==> config.mk <==
export PLATFORM = sky130hd
export DESIGN_NAME = doubly_linked_list_manager_core_flat
export DESIGN_NICKNAME = d
export VERILOG_FILES = /design/src/rtl/dllm_pkg.sv /design/src/rtl/dllm_ifs.sv /design/src/rtl/dllm_ctrl.sv /design/src/rtl/dllm_datapath.sv /design/src/rtl/doubly_linked_list_manager_core.sv /design/src/flat_wrapper.sv
export SDC_FILE = /design/constraint.sdc
export NUM_CORES = 1
export LEC_CHECK = 0
export ABC_AREA = 1
export CORE_MARGIN = 3
export CORE_UTILIZATION = 49
export DETAILED_ROUTE_END_ITERATION = 7
export DONT_BUFFER_PORTS = 1
export SKIP_LAST_GASP = 1
export SLEW_MARGIN = 20
export SYNTH_ARGS = -nofsm -noshare
export SYNTH_HDL_FRONTEND = slang
export SYNTH_SLANG_ARGS = --single-unit
==> constraint.sdc <==
create_clock -name i_clk -period 8.86 [get_ports i_clk]
set_clock_uncertainty 0.15 [all_clocks]
set_input_delay 1.772 -clock i_clk [delete_from_list [all_inputs] [get_ports i_clk]]
set_output_delay 1.772 -clock i_clk [all_outputs]
set_load 0.02 [all_outputs]
==> src/rtl/dllm_pkg.sv <==
// ----------------------------------------------------------------------------
// dllm_pkg
// Field widths, operation and status codes, controller/datapath structs.
// ----------------------------------------------------------------------------
`timescale 1ns / 1ps

package dllm_pkg;

    localparam int OP_W     = 2;
    localparam int NODE_W   = 6;
    localparam int COUNT_W  = 7;
    localparam int STATUS_W = 2;

    localparam logic [OP_W-1:0] OP_APPEND = 2'd0;
    localparam logic [OP_W-1:0] OP_REMOVE = 2'd1;
    localparam logic [OP_W-1:0] OP_POP    = 2'd2;

    localparam logic [STATUS_W-1:0] ST_OK        = 2'd0;
    localparam logic [STATUS_W-1:0] ST_EMPTY     = 2'd1;
    localparam logic [STATUS_W-1:0] ST_LISTED    = 2'd2;
    localparam logic [STATUS_W-1:0] ST_NOTLISTED = 2'd3;

    typedef struct packed {
        logic load;     // request transfer: latch fields, read tables
        logic clear;    // one step of the membership clearing sweep
        logic commit;   // update tables and pointers, load result
    } t_dp_cmd;

    typedef struct packed {
        logic clear_last;   // sweep sits on the last entry
    } t_dp_sts;

endpackage

==> src/rtl/dllm_ifs.sv <==
// ----------------------------------------------------------------------------
// dllm_ifs
// Valid/ready channels for list requests and results.
// ----------------------------------------------------------------------------
`timescale 1ns / 1ps

interface dllm_req_if;
    logic                          valid;
    logic                          ready;
    logic [dllm_pkg::OP_W-1:0]     operation;
    logic [dllm_pkg::NODE_W-1:0]   node;

    modport source (output valid, output operation, output node, input ready);
    modport sink   (input valid, input operation, input node, output ready);
endinterface

interface dllm_rsp_if;
    logic                          valid;
    logic                          ready;
    logic [dllm_pkg::NODE_W-1:0]   popped_node;
    logic                          popped_valid;
    logic [dllm_pkg::COUNT_W-1:0]  item_count;
    logic [dllm_pkg::STATUS_W-1:0] status;

    modport source (output valid, output popped_node, output popped_valid,
                    output item_count, output status, input ready);
    modport sink   (input valid, input popped_node, input popped_valid,
                    input item_count, input status, output ready);
endinterface

==> src/rtl/dllm_ctrl.sv <==
// ----------------------------------------------------------------------------
// dllm_ctrl
// Sequencer: clearing sweep, request accept, execute, result register valid.
// ----------------------------------------------------------------------------
`timescale 1ns / 1ps

module dllm_ctrl (
    input  logic              i_clk,
    input  logic              i_rst_n,
    input  logic              i_in_valid,
    output logic              o_in_ready,
    output logic              o_out_valid,
    input  logic              i_out_ready,
    output dllm_pkg::t_dp_cmd o_cmd,
    input  dllm_pkg::t_dp_sts i_sts
);

    typedef enum logic [2:0] {
        S_CLEAR = 3'b001,
        S_IDLE  = 3'b010,
        S_EXEC  = 3'b100
    } t_state;

    t_state r_state, n_state;
    logic   r_out_valid, n_out_valid;

    always_comb begin
        o_in_ready   = (r_state == S_IDLE);
        o_cmd.clear  = (r_state == S_CLEAR);
        o_cmd.load   = i_in_valid && o_in_ready;
        // execute only when the result register is free or drains now
        o_cmd.commit = (r_state == S_EXEC) && (!r_out_valid || i_out_ready);
    end

    always_comb begin
        n_state = r_state;
        unique case (r_state)
            S_CLEAR: begin
                if (i_sts.clear_last) n_state = S_IDLE;
            end
            S_IDLE: begin
                if (o_cmd.load) n_state = S_EXEC;
            end
            S_EXEC: begin
                if (o_cmd.commit) n_state = S_IDLE;
            end
            default: n_state = S_CLEAR;
        endcase
    end

    always_comb begin
        n_out_valid = r_out_valid;
        if (o_cmd.commit)     n_out_valid = 1'b1;
        else if (i_out_ready) n_out_valid = 1'b0;
    end

    always_ff @(posedge i_clk) begin
        if (!i_rst_n) begin
            r_state     <= S_CLEAR;
            r_out_valid <= 1'b0;
        end else begin
            r_state     <= n_state;
            r_out_valid <= n_out_valid;
        end
    end

    assign o_out_valid = r_out_valid;

endmodule

==> src/rtl/dllm_datapath.sv <==
// ----------------------------------------------------------------------------
// dllm_datapath
// Link tables, membership table, head/tail/count and the result register.
// ----------------------------------------------------------------------------
`timescale 1ns / 1ps

module dllm_datapath #(
    parameter int POOL_NODES = 64
) (
    input  logic                          i_clk,
    input  logic                          i_rst_n,
    input  dllm_pkg::t_dp_cmd             i_cmd,
    output dllm_pkg::t_dp_sts             o_sts,
    input  logic [dllm_pkg::OP_W-1:0]     i_operation,
    input  logic [dllm_pkg::NODE_W-1:0]   i_node,
    output logic [dllm_pkg::NODE_W-1:0]   o_popped_node,
    output logic                          o_popped_valid,
    output logic [dllm_pkg::COUNT_W-1:0]  o_item_count,
    output logic [dllm_pkg::STATUS_W-1:0] o_status
);

    localparam int IW = (POOL_NODES > 1) ? $clog2(POOL_NODES) : 1;
    localparam int LW = $clog2(POOL_NODES + 1);
    localparam logic [LW-1:0] NONE = LW'(POOL_NODES);

    // link tables: undefined until written; member table swept after reset
    logic [LW-1:0] mem_next   [POOL_NODES];
    logic [LW-1:0] mem_prev   [POOL_NODES];
    logic          mem_member [POOL_NODES];

    logic [dllm_pkg::OP_W-1:0] r_op;
    logic [IW-1:0]             r_addr;
    logic                      r_in_pool;
    logic [LW-1:0]             r_rd_next, r_rd_prev;
    logic                      r_rd_mem;
    logic [LW-1:0]             r_head, r_tail, r_count;
    logic [LW-1:0]             n_head, n_tail, n_count;
    logic [IW-1:0]             r_clr_addr;

    logic [31:0]   node_ext, head_ext, count_ext;
    logic [IW-1:0] node_idx, rd_addr;
    logic          in_pool;

    always_comb begin
        node_ext = 32'(i_node);
        node_idx = node_ext[IW-1:0];
        in_pool  = node_ext < 32'(POOL_NODES);
        rd_addr  = (i_operation == dllm_pkg::OP_POP) ? r_head[IW-1:0] : node_idx;
    end

    always_ff @(posedge i_clk) begin
        if (i_cmd.load) begin
            r_op      <= i_operation;
            r_addr    <= rd_addr;
            r_in_pool <= in_pool;
            r_rd_next <= mem_next[rd_addr];
            r_rd_prev <= mem_prev[rd_addr];
            r_rd_mem  <= mem_member[rd_addr];
        end
    end

    // execute
    logic [LW-1:0]               tgt, nx, pv;
    logic                        appnd, unlink, pop_ok;
    logic [dllm_pkg::STATUS_W-1:0] st;
    logic                        wn_en, wp_en, wm_en;
    logic [IW-1:0]               wn_addr, wp_addr;
    logic [LW-1:0]               wn_data, wp_data;

    always_comb begin
        tgt = LW'(r_addr);
        // end nodes take their outer link from head/tail, not the table
        nx  = (tgt == r_tail) ? NONE : r_rd_next;
        pv  = (tgt == r_head) ? NONE : r_rd_prev;

        st     = dllm_pkg::ST_OK;
        appnd  = 1'b0;
        unlink = 1'b0;
        pop_ok = 1'b0;
        case (r_op)
            dllm_pkg::OP_APPEND: begin
                if (!r_in_pool)    st = dllm_pkg::ST_NOTLISTED;
                else if (r_rd_mem) st = dllm_pkg::ST_LISTED;
                else               appnd = 1'b1;
            end
            dllm_pkg::OP_REMOVE: begin
                if (!r_in_pool || !r_rd_mem) st = dllm_pkg::ST_NOTLISTED;
                else                         unlink = 1'b1;
            end
            dllm_pkg::OP_POP: begin
                if (r_count == '0 || r_head == NONE) begin
                    st = dllm_pkg::ST_EMPTY;
                end else begin
                    unlink = 1'b1;
                    pop_ok = 1'b1;
                end
            end
            default: ;
        endcase

        wn_en   = (appnd && r_tail != NONE) || (unlink && pv != NONE);
        wn_addr = appnd ? r_tail[IW-1:0] : pv[IW-1:0];
        wn_data = appnd ? tgt : nx;
        wp_en   = appnd || (unlink && nx != NONE);
        wp_addr = appnd ? r_addr : nx[IW-1:0];
        wp_data = appnd ? r_tail : pv;
        wm_en   = appnd || unlink;

        n_head  = r_head;
        n_tail  = r_tail;
        n_count = r_count;
        if (appnd) begin
            if (r_tail == NONE) n_head = tgt;
            n_tail  = tgt;
            n_count = r_count + LW'(1);
        end else if (unlink) begin
            if (pv == NONE) n_head = nx;
            if (nx == NONE) n_tail = pv;
            n_count = r_count - LW'(1);
        end

        head_ext  = 32'(r_head);
        count_ext = 32'(n_count);
    end

    always_ff @(posedge i_clk) begin
        if (i_cmd.commit && wn_en) mem_next[wn_addr] <= wn_data;
        if (i_cmd.commit && wp_en) mem_prev[wp_addr] <= wp_data;
        if (i_cmd.clear)                mem_member[r_clr_addr] <= 1'b0;
        else if (i_cmd.commit && wm_en) mem_member[r_addr]     <= appnd;
    end

    always_ff @(posedge i_clk) begin
        if (!i_rst_n) begin
            r_head     <= NONE;
            r_tail     <= NONE;
            r_count    <= '0;
            r_clr_addr <= '0;
        end else begin
            if (i_cmd.clear) r_clr_addr <= r_clr_addr + IW'(1);
            if (i_cmd.commit) begin
                r_head  <= n_head;
                r_tail  <= n_tail;
                r_count <= n_count;
            end
        end
    end

    assign o_sts.clear_last = (r_clr_addr == IW'(POOL_NODES - 1));

    always_ff @(posedge i_clk) begin
        if (i_cmd.commit) begin
            o_popped_node  <= pop_ok ? head_ext[dllm_pkg::NODE_W-1:0] : '0;
            o_popped_valid <= pop_ok;
            o_item_count   <= count_ext[dllm_pkg::COUNT_W-1:0];
            o_status       <= st;
        end
    end

endmodule

==> src/rtl/doubly_linked_list_manager_core.sv <==
// ----------------------------------------------------------------------------
// doubly_linked_list_manager_core
// Doubly linked list over a fixed node pool: append, remove, pop head.
// ----------------------------------------------------------------------------
//  channel  dir  signals                                            transfer
//  i_req    in   operation[1:0] node[5:0]                           valid&ready
//  o_rsp    out  popped_node[5:0] popped_valid item_count[6:0]      valid&ready
//                status[1:0]
//
//  Each item passes an accept step (table read issued), then an execute step
//  (tables, head/tail/count and result register written). The registered read
//  of the link and membership tables makes these separate steps; a new request
//  is not accepted until the last one has executed. After reset a clearing pass
//  over every entry zeroes the membership table; i_req.ready stays low meanwhile.
//  A result waiting in o_rsp does not block accepting the next request; the
//  execute step waits only while the result register is full and not draining.
// ----------------------------------------------------------------------------
`timescale 1ns / 1ps

module doubly_linked_list_manager_core #(
    parameter int POOL_NODES = 64
) (
    input  logic            i_clk,
    input  logic            i_rst_n,
    dllm_req_if.sink        i_req,
    dllm_rsp_if.source      o_rsp
);

    dllm_pkg::t_dp_cmd cmd;
    dllm_pkg::t_dp_sts sts;

    // sequencer: owns ready, result valid and the command strobes
    dllm_ctrl u_ctrl (
        .i_clk       (i_clk),
        .i_rst_n     (i_rst_n),
        .i_in_valid  (i_req.valid),
        .o_in_ready  (i_req.ready),
        .o_out_valid (o_rsp.valid),
        .i_out_ready (o_rsp.ready),
        .o_cmd       (cmd),
        .i_sts       (sts)
    );

    // tables, list pointers and result register
    dllm_datapath #(
        .POOL_NODES (POOL_NODES)
    ) u_dp (
        .i_clk          (i_clk),
        .i_rst_n        (i_rst_n),
        .i_cmd          (cmd),
        .o_sts          (sts),
        .i_operation    (i_req.operation),
        .i_node         (i_req.node),
        .o_popped_node  (o_rsp.popped_node),
        .o_popped_valid (o_rsp.popped_valid),
        .o_item_count   (o_rsp.item_count),
        .o_status       (o_rsp.status)
    );

endmodule

==> src/flat_wrapper.sv <==
// flat-port wrapper written by rule: the top's interface ports become plain ports
module doubly_linked_list_manager_core_flat 
#(
    parameter int POOL_NODES = 64
)
  (i_clk, i_rst_n, i_req_valid, i_req_operation, i_req_node, i_req_ready, o_rsp_valid, o_rsp_popped_node, o_rsp_popped_valid, o_rsp_item_count, o_rsp_status, o_rsp_ready);
  dllm_req_if i_req_i ();
  dllm_rsp_if o_rsp_i ();
  input  logic i_clk;
  input  logic i_rst_n;
  input wire logic [$bits(i_req_i.valid)-1:0] i_req_valid;
  input wire logic [$bits(i_req_i.operation)-1:0] i_req_operation;
  input wire logic [$bits(i_req_i.node)-1:0] i_req_node;
  output wire logic [$bits(i_req_i.ready)-1:0] i_req_ready;
  output wire logic [$bits(o_rsp_i.valid)-1:0] o_rsp_valid;
  output wire logic [$bits(o_rsp_i.popped_node)-1:0] o_rsp_popped_node;
  output wire logic [$bits(o_rsp_i.popped_valid)-1:0] o_rsp_popped_valid;
  output wire logic [$bits(o_rsp_i.item_count)-1:0] o_rsp_item_count;
  output wire logic [$bits(o_rsp_i.status)-1:0] o_rsp_status;
  input wire logic [$bits(o_rsp_i.ready)-1:0] o_rsp_ready;
  assign i_req_i.valid = i_req_valid;
  assign i_req_i.operation = i_req_operation;
  assign i_req_i.node = i_req_node;
  assign i_req_ready = i_req_i.ready;
  assign o_rsp_valid = o_rsp_i.valid;
  assign o_rsp_popped_node = o_rsp_i.popped_node;
  assign o_rsp_popped_valid = o_rsp_i.popped_valid;
  assign o_rsp_item_count = o_rsp_i.item_count;
  assign o_rsp_status = o_rsp_i.status;
  assign o_rsp_i.ready = o_rsp_ready;
  doubly_linked_list_manager_core #(.POOL_NODES(POOL_NODES)) u_core (.i_clk(i_clk), .i_rst_n(i_rst_n), .i_req(i_req_i), .o_rsp(o_rsp_i));
endmodule
# Word level (Yosys, flattened, before mapping)
# Memories as Yosys holds them, arrays and structs flattened. A register that Yosys moved wholly into a read port is not among the register bits.
# Cells that the tools add are included.
[word_totals]
register_bits = 55
ramBits = 960
input_bits = 12
out_inout_bits = 18
word_cells = 106
n_memories = 3
[classes]
add_sub_neg = 3
eq_ne = 20
n_mux = 44
n_reduce_logical = 24
[memory_table]
columns = ["name", "words", "word_bits", "read_ports", "rd_ports_with_merged_regs", "write_ports", "line_no", "rtl"]
rows = [
  ["u_core.u_dp.mem_next", 64, 7, 1, 1, 1, "dllm_datapath.sv:27", "logic [LW-1:0] mem_next [POOL_NODES];"],
  ["u_core.u_dp.mem_prev", 64, 7, 1, 1, 1, "dllm_datapath.sv:28", "logic [LW-1:0] mem_prev [POOL_NODES];"],
  ["u_core.u_dp.mem_member", 64, 1, 1, 1, 1, "dllm_datapath.sv:29", "logic mem_member [POOL_NODES];"],
]
[op_table]
columns = ["operator", "n"]
rows = [
  ["$mux 7", 13],
  ["$eq 7x7->1 const B", 4],
  ["$mux 6", 4],
  ["$ne 7x7->1 const B", 3],
  ["$mux 1", 19],
  ["$eq 6x7->1", 2],
  ["$mux 3", 3],
  ["$pmux 3 s3", 1],
  ["$logic_and 1x1->1", 8],
  ["$reduce_bool 2->1", 4],
  ["$add 7x1->7 const B", 1],
  ["$logic_not 7->1", 1],
  ["$sub 7x1->7 const B", 1],
  ["$add 6x1->6 const B", 1],
  ["$eq 6x6->1 const B", 1],
  ["$pmux 2 s3", 1],
  ["$reduce_and 3->1", 2],
  ["$logic_or 1x1->1", 5],
  ["$eq 2x2->1 const B", 2],
  ["$mux 2", 2],
  ["$ne 2x1->1 const B", 2],
  ["$ne 2x2->1 const B", 2],
  ["$reduce_and 4->1", 1],
  ["$eq 3x1->1 const B", 1],
  ["7 further kinds", 7],
]

# Depth between registers and ports, before layout
[depth]
word_depth = 11
depth_mapped = 16
ltp_nobuf = 15

# Cells and area by module
# A second synthesis with hierarchy kept.
[hier_totals]
cells_unflattened = 3873
hier_area_um2 = 43779.5
[modules_own_cells]
columns = ["module", "n_inst", "cells_each", "area_each_um2", "seq_area_each_um2"]
rows = [
  ["dllm_datapath", 1, 3840, 43548.0, 30539.3],
  ["dllm_ctrl", 1, 33, 231.5, 80.1],
]

# Least setup slack after synthesis
# OpenSTA, ideal clock, no wires.
[synth_timing]
path_type = "register to register"
from = "reg u_core.u_dp.r_op[0] (netlist name)"
to = "mem u_core.u_dp.mem_prev[0][6] (netlist name), data pin"
setup_ns = 0.702
arrival_ns = 3.802
required_ns = 8.008
setup_slack_ns = 4.207
stages_incl_launch_ff = 8
path_buffers = 3
period_less_slack_ns = 4.653
path_cell_list = "edfxtp_1 > inv_1 > ha_1 > nand2_1 > buf_4 > buf_4 > buf_2 > o21ai_0"
[synth_between]
elab_chain_len = 3
[synth_rtl]
columns = ["item", "line_no", "rtl"]
rows = [
  ["start: declaration", "dllm_datapath.sv:31", "logic [dllm_pkg::OP_W-1:0] r_op;"],
  ["start signal: assignment", "dllm_datapath.sv:53", "r_op <= i_operation;"],
  ["$logic_not 2->1", "dllm_datapath.sv:80", "case (r_op)"],
  ["$mux 1", "dllm_datapath.sv:80", ""],
  ["$mux 7", "dllm_datapath.sv:106", "wp_data = appnd ? r_tail : pv;"],
  ["named net u_core.u_dp.wp_data[6]", "dllm_datapath.sv:68", "logic [LW-1:0] wn_data, wp_data;"],
  ["end: declaration", "dllm_datapath.sv:28", ""],
]
# The timed path passes the listed nets, and every way through them passes these cells.

# Final worst setup path
[layout_timing]
from = "reg u_core.u_dp.r_op[1] (netlist name)"
to = "mem u_core.u_dp.mem_prev[28][1] (netlist name) (enable)"
[layout_between]
elab_chain_len = 7
elab_cells_between_ends = 11
cone_classes = "eq/ne: 2; mux: 5; reduce/logical: 4"
[layout_rtl]
columns = ["item", "line_no", "rtl"]
rows = [
  ["$eq 2x2->1 or $eq 2x1->1 (tied branches)", "dllm_datapath.sv:80", ""],
  ["$pmux 1 s2", "dllm_datapath.sv:80", ""],
  ["$logic_and 1x1->1", "dllm_datapath.sv:104", "wp_en = appnd || (unlink && nx != NONE);"],
  ["$logic_or 1x1->1", "dllm_datapath.sv:104", ""],
  ["$logic_and 1x1->1", "dllm_datapath.sv:128", "if (i_cmd.commit && wp_en) mem_prev[wp_addr] <= wp_data;"],
  ["$mux 1", "dllm_datapath.sv:128", ""],
  ["$mux 1 (implied by the code)", "dllm_datapath.sv:128", ""],
]
# Several ways; a longest one is shown, not always the timed one.

==> out/results.txt <==
Final Max Tran Viols - 0
CTS Sinks - 1030
Comb power frac - 0.071
N_diodes - 0
YS warnings - 0
Fill cells - 7791
Final Hold Fails - 0
IO buf count - 0
Rel. slew slack - 0.1929
DRC Markers - 0
Power Density - 208.0 nW/um^2
Vias in the first global route - 28.53k
Final setup fails - 0
Antenna violations before repair - 0
Skew-Pair Late Insertion Delay - 690 ps
P&R area growth vs syn - 9.636%
Cell row count - 110
Sw power - 2.418 mW
Post-Syn Area per Cell - 10.35 um^2
Worst r2r dst - u_core.u_dp.mem_prev[28][1]$_DFFE_PP_
Most frequent cells in the layout - 1433 x nand2_1, 999 x edfxtp_1, 634 x nand3_1, 448 x inv_1, 306 x nor2_1
Placed Cells incl. Taps - 5362
DRT Pass-1 Iters - 5
Core Box Area - 90700 um^2
Clk pwr share - 0.416
Most common cell after layout, fill and taps aside - nand2_1
Reg2reg path depth - 10
Sequential-to-total area share from yosys stat - 0.6786
Wire per inst - 20.81 um
Clock period minus worst slack - 4674 ps
IO Pins - 30
Vias per cell - 5.434
Crit Path Category - reg -> reg
Total CTS buffers - 109
Die width - 309.5 um
Worst Path Max Fanout - 69
Total gr overflow - 0
Min-Delay Path Class - reg -> reg
Worst hold stages - 2
Worst slew pin tran - 1211 ps
Die height - 309.5 um
Outcome - finished, final reports clean
Die area - 95760 um^2
Hold buffers post-CTS - 0
Worst Hold Path EP - u_core.u_dp.r_head[6]$_SDFFE_PN1P_
Starting DRT DRC Count - 3363
WP data arrival - 4840 ps
FMAX - 214.0 MHz
Clock root buffer - clkbuf_16
Routed Antenna Nets - 0
VDD IR-drop max - 0.1401 mV
Hpwl dp - 63640 um
Clock slew at reported path FFs - 60 ps
Cell Area, Synth - 45120 um^2
Hold_ws - 347.6 ps
Synth area leader - edfxtp_1
Initial core utilization - 0.4975
CTS resizes - 0
CTS tree - done
Final nets - 4316
Via Count - 30.24k
Register share of total power - 0.513
Synth Instances - 4361
H-tree depth - 3
Total GRT Usage - 0.2415
WP data required - 9020 ps
Leakage - 19.29 nW
Reg2Reg Launch Point - u_core.u_dp.r_op[1]$_DFFE_PP_
Max Cap Violations - 0
Register bit count reported by yosys - 1030
Layout cells sized above 1 - 0.06586
Setup Fix Bufs, Post-CTS - 0
Pin count of the biggest net entering global routing - 186
Worst Setup End Kind - flop
Hold wc startpoint - u_core.u_dp.r_head[6]$_SDFFE_PN1P_
Fin crit share - 0.5275
Top cells by area, synth - edfxtp_1 66%, nand2_1 12%, nand3_1 7.0%
Final Non-Filler Cells - 5564
Reg2reg setup slack - 4190 ps
Total negative slack - 0 ps
First-pass GRT wire length - 175800 um
Internal cell power - 7.871 mW
Drt total wl - 115800 um
Synth top area share - 0.6648
Sw Ratio - 0.2350
Post-synthesis cell type count - 43
RSZ-0062 raised after global routing - false
Mapped Nets - 4380
Crit start category - flop
Gpl congestion - 0.8080
CTS Buffer Depth - 3
Yosys cell counts, drive strengths merged:
cell type / count
clkinv: 2
a21oi: 18
nand4: 13
o211a: 1
or2: 5
nor4: 1
ha: 7
buf: 159
o21bai: 2
o31ai: 2
nand3b: 7
clkbuf: 56
o41ai: 3
o21ai: 68
nand2: 1464
inv: 460
o211ai: 76
dfxtp: 31
o21a: 1
nor2: 318
edfxtp: 999
xor2: 8
nor3: 6
nand3: 653
o22ai: 1
logic make-up (layout without fill, tap and decap cells):
logic type	after synthesis	count (layout)	share of synthesized area
buf+inv	677	704	0.06103
xor+xnor	8	8	0.001553
flops	1030	1030	0.6786
compound gates	172	172	0.02504
fa+ha+maj	7	7	0.001941
simple gates	2467	2467	0.2318
sequential cells by signal (all words and copies together) (netlist names), 2 cells and up:
name and flops:
u_core.u_ctrl.r_state 3, u_core.u_dp.mem_member 64, u_core.u_dp.mem_next 448, u_core.u_dp.mem_prev 448
u_core.u_dp.o_item_count 7, u_core.u_dp.o_popped_node 6, u_core.u_dp.o_status 2, u_core.u_dp.r_addr 6
u_core.u_dp.r_clr_addr 6, u_core.u_dp.r_count 7, u_core.u_dp.r_head 7, u_core.u_dp.r_op 2
u_core.u_dp.r_rd_next 7, u_core.u_dp.r_rd_prev 7, u_core.u_dp.r_tail 7
worst max path at each step:
| stage | from | end | slack [ps] | cells after the start |
|---|---|---|---|---|
| finish | u_core.u_dp.r_op[1]$_DFFE_PP_ | u_core.u_dp.mem_prev[28][1]$_DFFE_PP_ | 4190 | 10 |
| global route | u_core.u_dp.r_op[0]$_DFFE_PP_ | u_core.u_dp.mem_next[46][2]$_DFFE_PP_ | 3870 | 11 |
| CTS | u_core.u_dp.r_op[0]$_DFFE_PP_ | u_core.u_dp.mem_prev[48][1]$_DFFE_PP_ | 4200 | 9 |
| detailed placement | i_req_operation[0] | u_core.u_dp.r_rd_next[6]$_DFFE_PP_ | 3780 | 12 |
| global placement | i_req_operation[0] | u_core.u_dp.r_rd_prev[0]$_DFFE_PP_ | 3760 | 12 |
| floorplan | u_core.u_dp.r_op[0]$_DFFE_PP_ | u_core.u_dp.mem_prev[0][6]$_DFFE_PP_ | 4210 | 7 |
layer usage:
layer | part of all wire | global-route usage | up-vias | routed length [um]
met2 | 0.45 | 0.3748 | 1089 | 52530
met1 | 0.45 | 0.3585 | 14580 | 52590
met3 | 0.073 | 0.03598 | 144 | 8477
li1 | - | - | 14420 | -
met4 | 0.019 | 0.06421 | 0 | 2175
met5 | 0 | 0 | - | 0
metrics by stage:
stage	power [mW]	cell area, um^2	util	setup slack (ps)
after global routing	10.62	49470	0.5454	3866
after CTS	10.36	49470	0.5454	4200
after floorplan	5.892	45120	-	4207
after detailed placement	6.112	46150	0.5088	3785
after global placement	6.110	46150	0.5088	3764
final	10.29	49470	0.5454	4186
power groups by stage:
stage / Combinational (mW) / Sequential (mW) / Clock (mW)
floorplan: 0.511 / 5.38 / 0
global placement: 0.728 / 5.38 / 0
detailed placement: 0.731 / 5.38 / 0
CTS: 0.733 / 5.28 / 4.35
global route: 0.809 / 5.28 / 4.54
finish: 0.734 / 5.28 / 4.28
critical path: stages (launching register included):
cell and delay [ps]:
edfxtp_1 440, inv_1 120, ha_1 170, nand2_1 60
buf_4 270, inv_2 500, nand2_1 260, o21ai_4 100
buf_4 700, nand3_1 710, nor2_1 730
area by class of cell:
type                       count  area (um^2)  share of cell area
timing repair buffer          40        350.3            0.007082
clock buffer                 151         2935             0.05934
inverter                     462         1745             0.03528
multi-input combinational   2654        11960              0.2418
sequential                  1030        30620              0.6190
tap                         1176         1471             0.02974
clock inverter                51        386.6            0.007815
(Power assumes the default switching activity.)
